`config.mk`:
```
export PLATFORM = sky130hd
export DESIGN_NAME = pcbs_front
export DESIGN_NICKNAME = d
export VERILOG_FILES = /design/src/hdl/pcbs_pkg.sv /design/src/hdl/pcbs_front.sv
export SDC_FILE = /design/constraint.sdc
export NUM_CORES = 1
export LEC_CHECK = 0
export BUFFER_PORTS_ARGS = -buffer_cell sky130_fd_sc_hd__buf_2
export CAP_MARGIN = 40
export CORE_ASPECT_RATIO = 0.8
export CORE_MARGIN = 2
export CORE_UTILIZATION = 25
export CTS_CLUSTER_DIAMETER = 30
export DETAILED_ROUTE_END_ITERATION = 12
export PLACE_DENSITY = 0.4
export SLEW_MARGIN = 10
export SYNTH_ARGS = -nofsm -noshare
export SYNTH_HDL_FRONTEND = slang
export SYNTH_SLANG_ARGS = --single-unit
export TNS_END_PERCENT = 50
```
`constraint.sdc`:
```
create_clock -name clk -period 7.17 [get_ports clk]
set_input_delay 0.717 -clock clk [delete_from_list [all_inputs] [get_ports clk]]
set_output_delay 0.717 -clock clk [all_outputs]
set_load 0.01 [all_outputs]
```
`src/hdl/pcbs_pkg.sv`:
```
// Shared types, constants and helpers for the bandwidth share block.
package pcbs_pkg;
	localparam int MAX_CLIENTS = 16;
	localparam int IDLE_SECONDS = 3;
	localparam int IDX_W = (MAX_CLIENTS > 1) ? $clog2(MAX_CLIENTS) : 1;
	localparam int CNT_W = $clog2(MAX_CLIENTS + 1);
	localparam int QDEPTH = 2;

	localparam logic ACT_TICK = 1'b0;
	localparam logic ACT_USE = 1'b1;

	// One queued beat from the front to the back.
	typedef struct packed {
		logic        action;
		logic [31:0] now_seconds;
		logic [47:0] key;
		logic [31:0] want;
	} cmd_t;

	// Saturating 32-bit add.
	function automatic logic [31:0] sat_add(input logic [31:0] a, input logic [31:0] b);
		logic [32:0] s;
		s = {1'b0, a} + {1'b0, b};
		return s[32] ? 32'hFFFF_FFFF : s[31:0];
	endfunction
endpackage

```
`src/hdl/pcbs_front.sv`:
```
// Front end: takes commands and queues them for the back end.
module pcbs_front (
	input  logic          clk,
	input  logic          arst_n,
	input  logic          start,
	input  logic          action,
	input  logic [31:0]   now_seconds,
	input  logic [31:0]   client_addr,
	input  logic [15:0]   client_port,
	input  logic [31:0]   want,
	output logic          busy,
	output logic          q_valid,
	output pcbs_pkg::cmd_t q_data,
	input  logic          q_pop
);
	pcbs_pkg::cmd_t mem_q [pcbs_pkg::QDEPTH];
	logic wr_q, rd_q;
	logic [1:0] cnt_q;
	logic push;

	assign busy = (cnt_q == 2'(pcbs_pkg::QDEPTH));
	assign push = start && !busy;
	assign q_valid = (cnt_q != 2'd0);
	assign q_data = mem_q[rd_q];

	always_ff @(posedge clk) begin
		if (push) begin
			mem_q[wr_q] <= '{action: action, now_seconds: now_seconds,
				key: {client_addr, client_port}, want: want};
		end
	end

	always_ff @(posedge clk or negedge arst_n) begin
		if (!arst_n) begin
			wr_q <= 1'b0;
			rd_q <= 1'b0;
			cnt_q <= 2'd0;
		end else begin
			if (push) wr_q <= ~wr_q;
			if (q_pop) rd_q <= ~rd_q;
			cnt_q <= cnt_q + {1'b0, push} - {1'b0, q_pop};
		end
	end
endmodule

```
Word level (Yosys, flattened, before mapping)
Memories as Yosys holds them, arrays and structs flattened. Cells that the tools add are included.

Add/subtract/negate cells: 2. Eq/ne operators: 1. Mux-type cells: 2. Bitwise operators: 2. Reductions and logical operators: 3.

Operators with widths (number): 2-bit by 1-bit adder with 2-bit output (1); 2-bit equality test (second input constant) (1); 1-bit 2-to-1 mux (2); 1-bit inverter (2); 2-bit nonzero test (1); 2-bit by 1-bit subtractor with 2-bit output (1); 1-bit logical AND (1); 1-bit zero test (1).

Register bits: 4. Memory bits (writable): 226. Input port bits: 117. Output and inout bits: 115. Logic and storage cells: 14. Memories kept: 1.

Memory list: mem_q (words 2, width 113, rd ports 1, clocked after memory_dff 0, write ports 1, RTL line pcbs_front.sv:16) `pcbs_pkg::cmd_t mem_q [pcbs_pkg::QDEPTH];`.

Logic depth before layout (Yosys ltp)
Gate-level depths: netlist (run 1).

Word-level depth: 5. Mapped depth: 7. Mapped depth without buffers: 7.

Worst setup path before layout (run 1)
No wires, ideal clock.

Path kind: input to register. Start point: input start. End point: memory mem_q[0][0] (netlist name), enable pin. Library setup time: 0.586 ns. Data arrival time: 5.510 ns. Required time: 6.584 ns. Setup slack: 1.074 ns. Stages on the path: 2. Buffers on the path: 0. Cell sequence: nand2_1 -> nor2_1.

Longest elaborated chain between the ends: 3.

Ends and longest elaborated chain: start, declared (RTL line pcbs_front.sv:5) `input logic start,`; 1-bit logical AND (RTL line pcbs_front.sv:22) `assign push = start && !busy;`; 1-bit 2-to-1 mux (RTL line pcbs_front.sv:27) `if (push) begin`; 1-bit 2-to-1 mux (implied by the code) (RTL line pcbs_front.sv:28) `mem_q[wr_q] <= '{action: action, now_seconds: now_seconds,`; end, declared (RTL line pcbs_front.sv:16).

No other way between the ends.

==> flow_metrics.env, run 1 <==
export IMPL_outcome="finished clean"
export IMPL_cts_hold_buf=1
export IMPL_synth_register_bits=230
export IMPL_firstDrtPassIters=4
export IMPL_share_seq_of_total_power_pct=35.5
export IMPL_dpl_hpwl_um=12300
export IMPL_timing_final_max_slew_violations=0
export IMPL_drt_wirelength_per_cell_um=16.8
export IMPL_cts_root_buf="clkbuf_16"
export IMPL_area_growth_syn_to_layout_pct=39.0
export IMPL_power_ir_vdd_worst_v=0.000249
export IMPL_global_placer_s_final_weighted_congestion=0.673
export IMPL_min_period_over_period_pct=44.9
export IMPL_clkLatencyLatePin_ns=0.55
export IMPL_worst_hold_check_path_type="in -> reg"
export IMPL_critical_path_class="reg -> out"
export IMPL_share_clk_of_total_power_pct=38.8
export IMPL_number_of_endpoints_with_negative_hold_slack_in_the_final_report=0
export IMPL_chipWidth_um=211
export IMPL_drive_gt1_share_pct=63.1
export IMPL_max_freq_mhz=311
export IMPL_cts_clock_pin_slew_for_the_worst_setup_and_hold_paths_ns=0.05
export IMPL_grt_max_degree=49
export IMPL_drt_iter0_drc=158
export IMPL_finalClockSkew_ns=0.0128
export IMPL_synth_cell_type_count=16
export IMPL_critical_path_required_ns=6.45
export IMPL_unrepaired_setup_endpoints_after_global_routing="no"
export IMPL_post_cts_resize_count=0
export IMPL_ioPinCount=232
export IMPL_total_neg_setup_slack_ns=0
export IMPL_antenna_violating_nets_post_route=0
export IMPL_synth_net_count=488
export IMPL_syn_mean_instance_area_um2=23.3
export IMPL_power_leakage_uw=0.00466
export IMPL_core_um2=33800
export IMPL_maxCapViolations=0
export IMPL_route_detailed_drc=0
export IMPL_largest_fanout_of_any_net_on_the_critical_path=39
export IMPL_layout_nets=766
export IMPL_finalSetupViolations=0
export IMPL_final_cell_mix="231 x buf_2, 226 x edfxtp_1, 60 x mux2_4, 53 x mux2_2, 49 x clkbuf_16"
export IMPL_maxSlewHeadroom_pct=52.8
export IMPL_cts_max_level=2
export IMPL_global_route_wire_length_before_repair_um=28000
export IMPL_synth_warnings=0
export IMPL_ys_seq_area_share_pct=80.1
export IMPL_floorplan_initialDensity_pct=25.4
export IMPL_first_global_vias=4973
export IMPL_die_area_um2=35900
export IMPL_finalCriticalPeriod_ns=3.22
export IMPL_total_detailed_routing_wirelength_um=18900
export IMPL_port_buffers=231
export IMPL_final_core_utilization_pct=35.4
export IMPL_internal_power_uw=3960
export IMPL_syn_cell_area_um2=8600
export IMPL_grtUsageTotal_pct=10.3
export IMPL_layout_cells_most_common="buf_2"
export IMPL_die_extent_in_y_um=170
export IMPL_grt_overflow_total=0
export IMPL_combPwrFrac_pct=25.7
export IMPL_cts_buffer_depth=3
export IMPL_rows=60
export IMPL_tritoncts_num_sinks=230
export IMPL_power_density_nw_per_um2=458
export IMPL_cts_tree="yes"
export IMPL_post_drt_via_cell_ratio=3.94
export IMPL_critical_path_startpoint_type="flip-flop"
export IMPL_worst_setup_path_end_kind="primary output"
export IMPL_cts_made_buffers=49
export IMPL_p_switching_uw=1520
export IMPL_antenna_violations_before_repair=5
export IMPL_cp_arrival_ns=2.50
export IMPL_num_vias=4431
export IMPL_post_cts_repair_setup_buffers=0
export IMPL_worst_margin_slew_ns=0.708
export IMPL_synth_cells=369
export IMPL_p_sw_share_pct=27.8
==> worst max-delay path, cell delays in order (launching register included) <==
cell	delay [ns]
dfrtp_4	0.72
buf_4	0.38
buf_16	0.31
mux2_2	0.38
buf_2	0.14
==> worst paths after layout <==
path	start	endpoint	slack (ns)	depth (start not counted)
max	rd_q	q_data[0]	3.95	4
min	client_addr[3]	mem_q[0][51]	0.36	1
max reg2reg	cnt_q[0]	mem_q[1][58]	4.89	4
min reg2reg	cnt_q[0]	cnt_q[0]	0.55	1
max in group asynchronous	arst_n	rd_q	6.48	2
min in group asynchronous	arst_n	cnt_q[0]	0.55	2
==> flip-flops by register name (all words and copies together) (netlist names) <==
register and count:
wr_q 1, mem_q 226, rd_q 1, cnt_q 2
==> area by class of cell <==
cell class	instances	area [µm²]
clock buffers	55	1250
fillers	3226	21800
clock inverters	37	348
inverters	2	7.51
well taps	434	543
diodes	3	7.51
multi-input cells	124	1600
repair buffers	240	1310
flip-flops and latches	230	6890
==> synthesized netlist by cell type <==
master,count,area share [%]
edfxtp_1,226,79
inv_1,2,0.087
buf_6,7,0.92
buf_8,1,0.17
xnor2_1,3,0.31
ha_1,2,0.29
nand2b_1,1,0.073
dfrtp_1,4,1.2
or2_2,1,0.073
buf_2,5,0.29
and3_1,1,0.073
xor2_1,1,0.10
nor2_1,1,0.044
mux2_2,53,6.9
nand2_1,1,0.044
mux2_4,60,10
==> power by group through the flow <==
stage	sequential, µW	clock [µW]	combinational [µW]
6_report	1950	2130	1410
5_1_grt	1980	2250	1520
4_1_cts	1950	2180	1450
3_5_place_dp	1980	0	1450
3_3_place_gp	2010	0	1330
2_1_floorplan	1960	0	943
==> logic make-up after synthesis <==
group,count (synthesis),synth area share (%)
muxes,113,17.4
adders and majority gates,2,0.291
DFF,230,80.1
xor gates and xnor gates,4,0.408
buffers and inverters,15,1.47
and+or+nand+nor,5,0.306
==> per-layer routing <==
metal | part of all wire, % | global-route usage (%) | vias to the layer above
met5 | 0.053 | 0 | -
met4 | 2.4 | 4.07 | 2
met3 | 9.8 | 5.22 | 42
met2 | 46 | 16.1 | 176
met1 | 42 | 12.0 | 2162
li1 | - | - | 2049
==> per-stage QoR <==
step | worst slack [ns] | instances | power (µW) | hold WS (ns) | cell area (µm²)
4_1_cts | 3.86 | 1122 | 5590 | 0.324 | 11900
5_1_grt | 3.82 | 1122 | 5750 | 0.333 | 11900
3_5_place_dp | 4.45 | 1029 | 3420 | 0.529 | 10300
3_3_place_gp | 3.83 | 1025 | 3350 | 0.500 | 10200
2_1_floorplan | 1.07 | 369 | 2900 | 0.421 | 8600
6_report | 3.95 | 1125 | 5480 | 0.356 | 11900
Note: power is estimated with default switching activity, not from simulation.
==> run 2: changes to the inputs <==
Settings changed: PLACE_DENSITY 0.4 to 0.42.
Clock period 7.17 ns to 2.7 ns, I/O delays scaled along.
==> run 2 against run 1 <==
Via count increased by 10%. Critical endpoint is now q_data[1]. Clock power increased to 2.7 times the previous value. Largest power group unchanged. Global-route usage grew 0.12 points. Sequential power grew to 2.6 times the previous value. Count of clock-buffer cells in the layout increased by 6. Worst hold slack got worse by 0.28 ns. Total power rose to 2.7 times the previous value. Highest routed layer is now met4. Routed wire length grew 1.1%.
==> flow_metrics.env, run 2 (synthesis results as in run 1) <==
export IMPL_grtUsageTotal_pct=10.4
export IMPL_worstRegToRegCells=4
export IMPL_die_area_um2=35900
export IMPL_grt_overflow_total=0
export IMPL_reg_largest_list="mem_q: 226 flops, cnt_q: 2 flops"
export IMPL_antenna_violating_nets_post_route=0
export IMPL_layout_cells_most_common="buf_2"
export IMPL_post_drt_via_cell_ratio=3.95
export IMPL_reg_to_reg_slack_setup_ns=0.81
export IMPL_final_area_um2=13100
export IMPL_unrepaired_setup_endpoints_after_global_routing="no"
export IMPL_post_cts_resize_count=0
export IMPL_finalClockSkew_ns=0.0198
export IMPL_port_buffers=231
export IMPL_ioPinCount=232
export IMPL_tritoncts_num_sinks=230
export IMPL_total_neg_setup_slack_ns=0
export IMPL_cts_buffer_depth=3
export IMPL_fill_cells=3151
export IMPL_cts_root_buf="clkbuf_16"
export IMPL_critical_path_class="reg -> out"
export IMPL_firstDrtPassIters=4
export IMPL_worstSetupStartpoint="rd_q"
export IMPL_largest_register="mem_q"
export IMPL_power_density_nw_per_um2=1120
export IMPL_largest_reg_flops=226
export IMPL_final_cell_mix="231 x buf_2, 226 x edfxtp_1, 115 x dlygate4sd3_1, 60 x mux2_4, 53 x mux2_2"
export IMPL_finalCriticalPeriod_ns=2.43
export IMPL_finalSetupViolations=0
export IMPL_outcome="finished clean"
export IMPL_placed_area_um2=10400
export IMPL_die_extent_in_y_um=170
export IMPL_drive_gt1_share_pct=53.9
export IMPL_dpl_hpwl_um=12100
export IMPL_stdcell_count=1239
export IMPL_core_um2=33800
export IMPL_grt_max_degree=56
export IMPL_total_detailed_routing_wirelength_um=19100
export IMPL_first_global_vias=5281
export IMPL_max_freq_mhz=411
export IMPL_floorplan_initialDensity_pct=25.4
export IMPL_num_vias=4890
export IMPL_rr_startpoint="cnt_q[1]"
export IMPL_largest_fanout_of_any_net_on_the_critical_path=21
export IMPL_cts_hold_buf=115
export IMPL_critical_path_required_ns=2.43
export IMPL_cts_tree="yes"
export IMPL_cp_arrival_ns=2.16
export IMPL_clkLatencyLatePin_ns=0.54
export IMPL_num_antenna_cells=0
export IMPL_cts_made_buffers=49
export IMPL_drt_iter0_drc=196
export IMPL_post_cts_repair_setup_buffers=0
export IMPL_maxCapViolations=0
export IMPL_power_ir_vdd_worst_v=0.000651
export IMPL_rows=60
export IMPL_reg_to_reg_critical_path_endpoint="mem_q[0][48]"
export IMPL_power_leakage_uw=0.00515
export IMPL_min_period_over_period_pct=90.1
export IMPL_cts_clock_pin_slew_for_the_worst_setup_and_hold_paths_ns=0.05
export IMPL_worst_setup_path_end_kind="primary output"
export IMPL_timing_final_max_slew_violations=0
export IMPL_worst_margin_slew_ns=0.750
export IMPL_number_of_endpoints_with_negative_hold_slack_in_the_final_report=0
export IMPL_placedCellCount=1034
export IMPL_worst_hold_check_path_type="in -> reg"
export IMPL_crit_end="q_data[1]"
export IMPL_route_detailed_drc=0
export IMPL_layout_nets=885
export IMPL_global_route_wire_length_before_repair_um=28700
export IMPL_chipWidth_um=211
export IMPL_maxSlewHeadroom_pct=49.9
export IMPL_cts_max_level=2
export IMPL_area_growth_syn_to_layout_pct=52.9
export IMPL_critical_path_startpoint_type="flip-flop"
export IMPL_drt_wirelength_per_cell_um=15.4
export IMPL_global_placer_s_final_weighted_congestion=0.689
export IMPL_antenna_violations_before_repair=0
run 2: changes by cell type in the layout (fill, tap and decap cells not counted), sizes merged:
cell,before,now
dlygate4sd3,1,115
clkinv,27,17
clkbuf,55,61
buf,239,244
diode,3,0
clkinvlp,4,6
run 2: layer usage:
| layer | wire length, µm | track usage, % |
|---|---|---|
| met1 | 8450 | 12.8 |
| met2 | 8760 | 16.5 |
| met3 | 1440 | 3.80 |
| met4 | 469 | 4.59 |
| met5 | 0 | 0 |
run 2: layout make-up:
class,count,area (µm²),area share (%)
flip-flops and latches,230,6890,52.4
repair buffers,359,2500,19.1
multi-input cells,124,1600,12.2
clock buffers,61,1310,9.99
well taps,434,543,4.13
clock inverters,29,290,2.21
inverters,2,7.51,0.0571
run 2: report_power, final:
group	internal, µW	switching, µW	leakage, µW
combinational	1970	1930	0.00224
clock	3890	1790	0.000765
sequential	4890	266	0.00214
total	10800	3990	0.00515
run 2: worst max-delay path: stages, from the launching register on:
cell and delay [ns]:
dfrtp_4 0.69, buf_4 0.40, mux2_2 0.38, buf_2 0.14
run 2: worst min path at each step:
stage,from,endpoint,slack [ns],cells past startpoint
after global routing,start,wr_q,0.06,3
after detailed placement,arst_n,cnt_q[1],0.08,1
after floorplan,arst_n,cnt_q[0],-0.03,0
after global placement,arst_n,cnt_q[0],0.08,1
final,start,wr_q,0.08,3
after CTS,start,wr_q,0.05,3
run 2: metrics by stage:
stage / setup slack, ns / power [µW] / utilization [%] / hold WS (ns)
2_1_floorplan: 0.00470 / 7630 / - / -0.0256
3_3_place_gp: 0.738 / 9030 / 30.8 / 0.0806
3_5_place_dp: 0.736 / 9110 / 30.8 / 0.0850
4_1_cts: 0.205 / 15000 / 38.9 / 0.0481
5_1_grt: 0.154 / 15500 / 38.9 / 0.0572
6_report: 0.266 / 14700 / 38.9 / 0.0769
==> run 3: changes to the inputs <==
Settings changed: CORE_UTILIZATION 25 to 47, PLACE_DENSITY 0.42 to 0.72.
==> run 3 against run 2 <==
Core utilization rose by 31 points. Total power decreased by 4.8%. Count of clock-buffer cells in the layout shrank 15.
==> flow_metrics.env, run 3 (synthesis results as in run 1) <==
export IMPL_largest_reg_flops=226
export IMPL_timing_final_max_slew_violations=0
export IMPL_stdcell_count=1014
export IMPL_cts_root_buf="clkbuf_16"
export IMPL_maxSlewHeadroom_pct=62.1
export IMPL_grt_overflow_total=0
export IMPL_firstDrtPassIters=6
export IMPL_antenna_violations_before_repair=0
export IMPL_reg_largest_list="mem_q: 226 flops, cnt_q: 2 flops"
export IMPL_ioPinCount=232
export IMPL_total_power_uw=14000
export IMPL_grtUsageTotal_pct=18.5
export IMPL_worst_hold_check_path_type="in -> reg"
export IMPL_antenna_violating_nets_post_route=0
export IMPL_fin_ws_ns=0.273
export IMPL_route_detailed_drc=0
export IMPL_p_sw_share_pct=27.6
export IMPL_cts_max_level=2
export IMPL_chipWidth_um=155
export IMPL_worst_setup_path_end_kind="primary output"
export IMPL_layout_nets=871
export IMPL_tritoncts_num_sinks=230
export IMPL_combPwrFrac_pct=27.0
export IMPL_post_cts_repair_setup_buffers=0
export IMPL_drive_gt1_share_pct=53.6
export IMPL_first_global_vias=5329
export IMPL_critical_path_required_ns=2.43
export IMPL_finalCriticalPeriod_ns=2.43
export IMPL_final_area_um2=12600
export IMPL_crit_end="q_data[38]"
export IMPL_cts_tree="yes"
export IMPL_largest_register="mem_q"
export IMPL_rows=44
export IMPL_core_um2=18100
export IMPL_placement_setup_worst_slack_ns=0.768
export IMPL_global_route_wire_length_before_repair_um=27700
export IMPL_global_placer_s_final_weighted_congestion=0.799
export IMPL_unrepaired_setup_endpoints_after_global_routing="no"
export IMPL_largest_fanout_of_any_net_on_the_critical_path=38
export IMPL_die_extent_in_y_um=125
export IMPL_layout_cells_most_common="buf_2"
export IMPL_num_vias=4916
export IMPL_finalSetupViolations=0
export IMPL_drt_wirelength_per_cell_um=18.0
export IMPL_worstRegToRegCells=3
export IMPL_post_cts_resize_count=0
export IMPL_internal_power_uw=10100
export IMPL_finalClockSkew_ns=0.00632
export IMPL_p_switching_uw=3880
export IMPL_maxCapViolations=0
export IMPL_fill_cells=1143
export IMPL_min_period_over_period_pct=89.9
export IMPL_max_freq_mhz=412
export IMPL_critical_path_startpoint_type="flip-flop"
export IMPL_share_clk_of_total_power_pct=35.8
export IMPL_clkLatencyLatePin_ns=0.50
export IMPL_drt_iter0_drc=226
export IMPL_area_growth_syn_to_layout_pct=46.6
export IMPL_grt_max_degree=61
export IMPL_die_area_um2=19400
export IMPL_worstSetupStartpoint="rd_q"
export IMPL_placedCellCount=825
export IMPL_cts_made_buffers=40
export IMPL_rr_startpoint="cnt_q[1]"
export IMPL_total_detailed_routing_wirelength_um=18200
export IMPL_worst_margin_slew_ns=0.568
export IMPL_num_antenna_cells=0
export IMPL_dpl_hpwl_um=10300
export IMPL_placed_area_um2=10100
export IMPL_power_leakage_uw=0.00502
export IMPL_outcome="finished clean"
export IMPL_final_cell_mix="231 x buf_2, 226 x edfxtp_1, 115 x dlygate4sd3_1, 60 x mux2_4, 53 x mux2_2"
export IMPL_reg_to_reg_critical_path_endpoint="mem_q[1][78]"
export IMPL_power_density_nw_per_um2=1110
export IMPL_floorplan_initialDensity_pct=47.6
export IMPL_total_neg_setup_slack_ns=0
export IMPL_critical_path_class="reg -> out"
export IMPL_cts_buffer_depth=3
export IMPL_cts_clock_pin_slew_for_the_worst_setup_and_hold_paths_ns=0.05
export IMPL_share_seq_of_total_power_pct=37.2
export IMPL_port_buffers=231
export IMPL_reg_to_reg_slack_setup_ns=0.95
export IMPL_cp_arrival_ns=2.16
export IMPL_power_ir_vdd_worst_v=0.000925
export IMPL_post_drt_via_cell_ratio=4.85
export IMPL_number_of_endpoints_with_negative_hold_slack_in_the_final_report=0
run 3: changes by cell type in the layout (fill, tap and decap cells not counted), sizes merged:
cell      previous run  this run
inv                  3         7
clkbuf              61        46
clkinvlp             6         2
buf                244       239
clkinv              17        16
run 3: layout make-up:
class | count | area (µm²) | area share [%]
multi-input combinational | 124 | 1600 | 12.7
clock buffer | 46 | 1070 | 8.46
sequential | 230 | 6890 | 54.7
clock inverter | 28 | 313 | 2.48
tap | 230 | 288 | 2.28
timing repair buffer | 354 | 2440 | 19.4
inverter | 2 | 7.51 | 0.0596
run 3: power by group through the flow:
stage	clock network, µW	logic [µW]	registers (µW)
after floorplan	0	2510	5120
after global placement	0	3580	5230
after detailed placement	0	3630	5270
after CTS	5100	3790	5210
after global routing	5300	4040	5290
final	5030	3780	5220
run 3: timing repair:
item,CTS,global route
setup endpoints to repair,0,0
hold buffers,115,0
hold endpoints to repair,231,0
run 3: metal layers:
layer	track usage (%)	share of wire [%]	routed length (µm)
met3	5.86	8.3	1510
met1	22.7	41	7510
met5	0	0	0
met4	6.15	1.9	354
met2	31.3	49	8870
run 3: per-stage QoR:
| step | hold WS, ns | util (%) |
|---|---|---|
| after floorplan | -0.0256 | - |
| final | 0.103 | 69.8 |
| after global placement | 0.0769 | 55.8 |
| after detailed placement | 0.0816 | 55.8 |
| after CTS | 0.0837 | 69.8 |
| after global routing | 0.105 | 69.8 |
run 3: critical path: stages, from the launching register on:
cell	delay [ns]
dfrtp_4	0.79
buf_12	0.31
mux2_2	0.40
buf_2	0.15
run 3: worst min path at each step:
stage,to,from,slack (ns),cells past startpoint
5_1_grt,wr_q,start,0.11,3
4_1_cts,wr_q,start,0.08,3
2_1_floorplan,cnt_q[0],arst_n,-0.03,0
3_5_place_dp,wr_q,arst_n,0.08,1
6_report,wr_q,start,0.10,3
3_3_place_gp,wr_q,arst_n,0.08,1
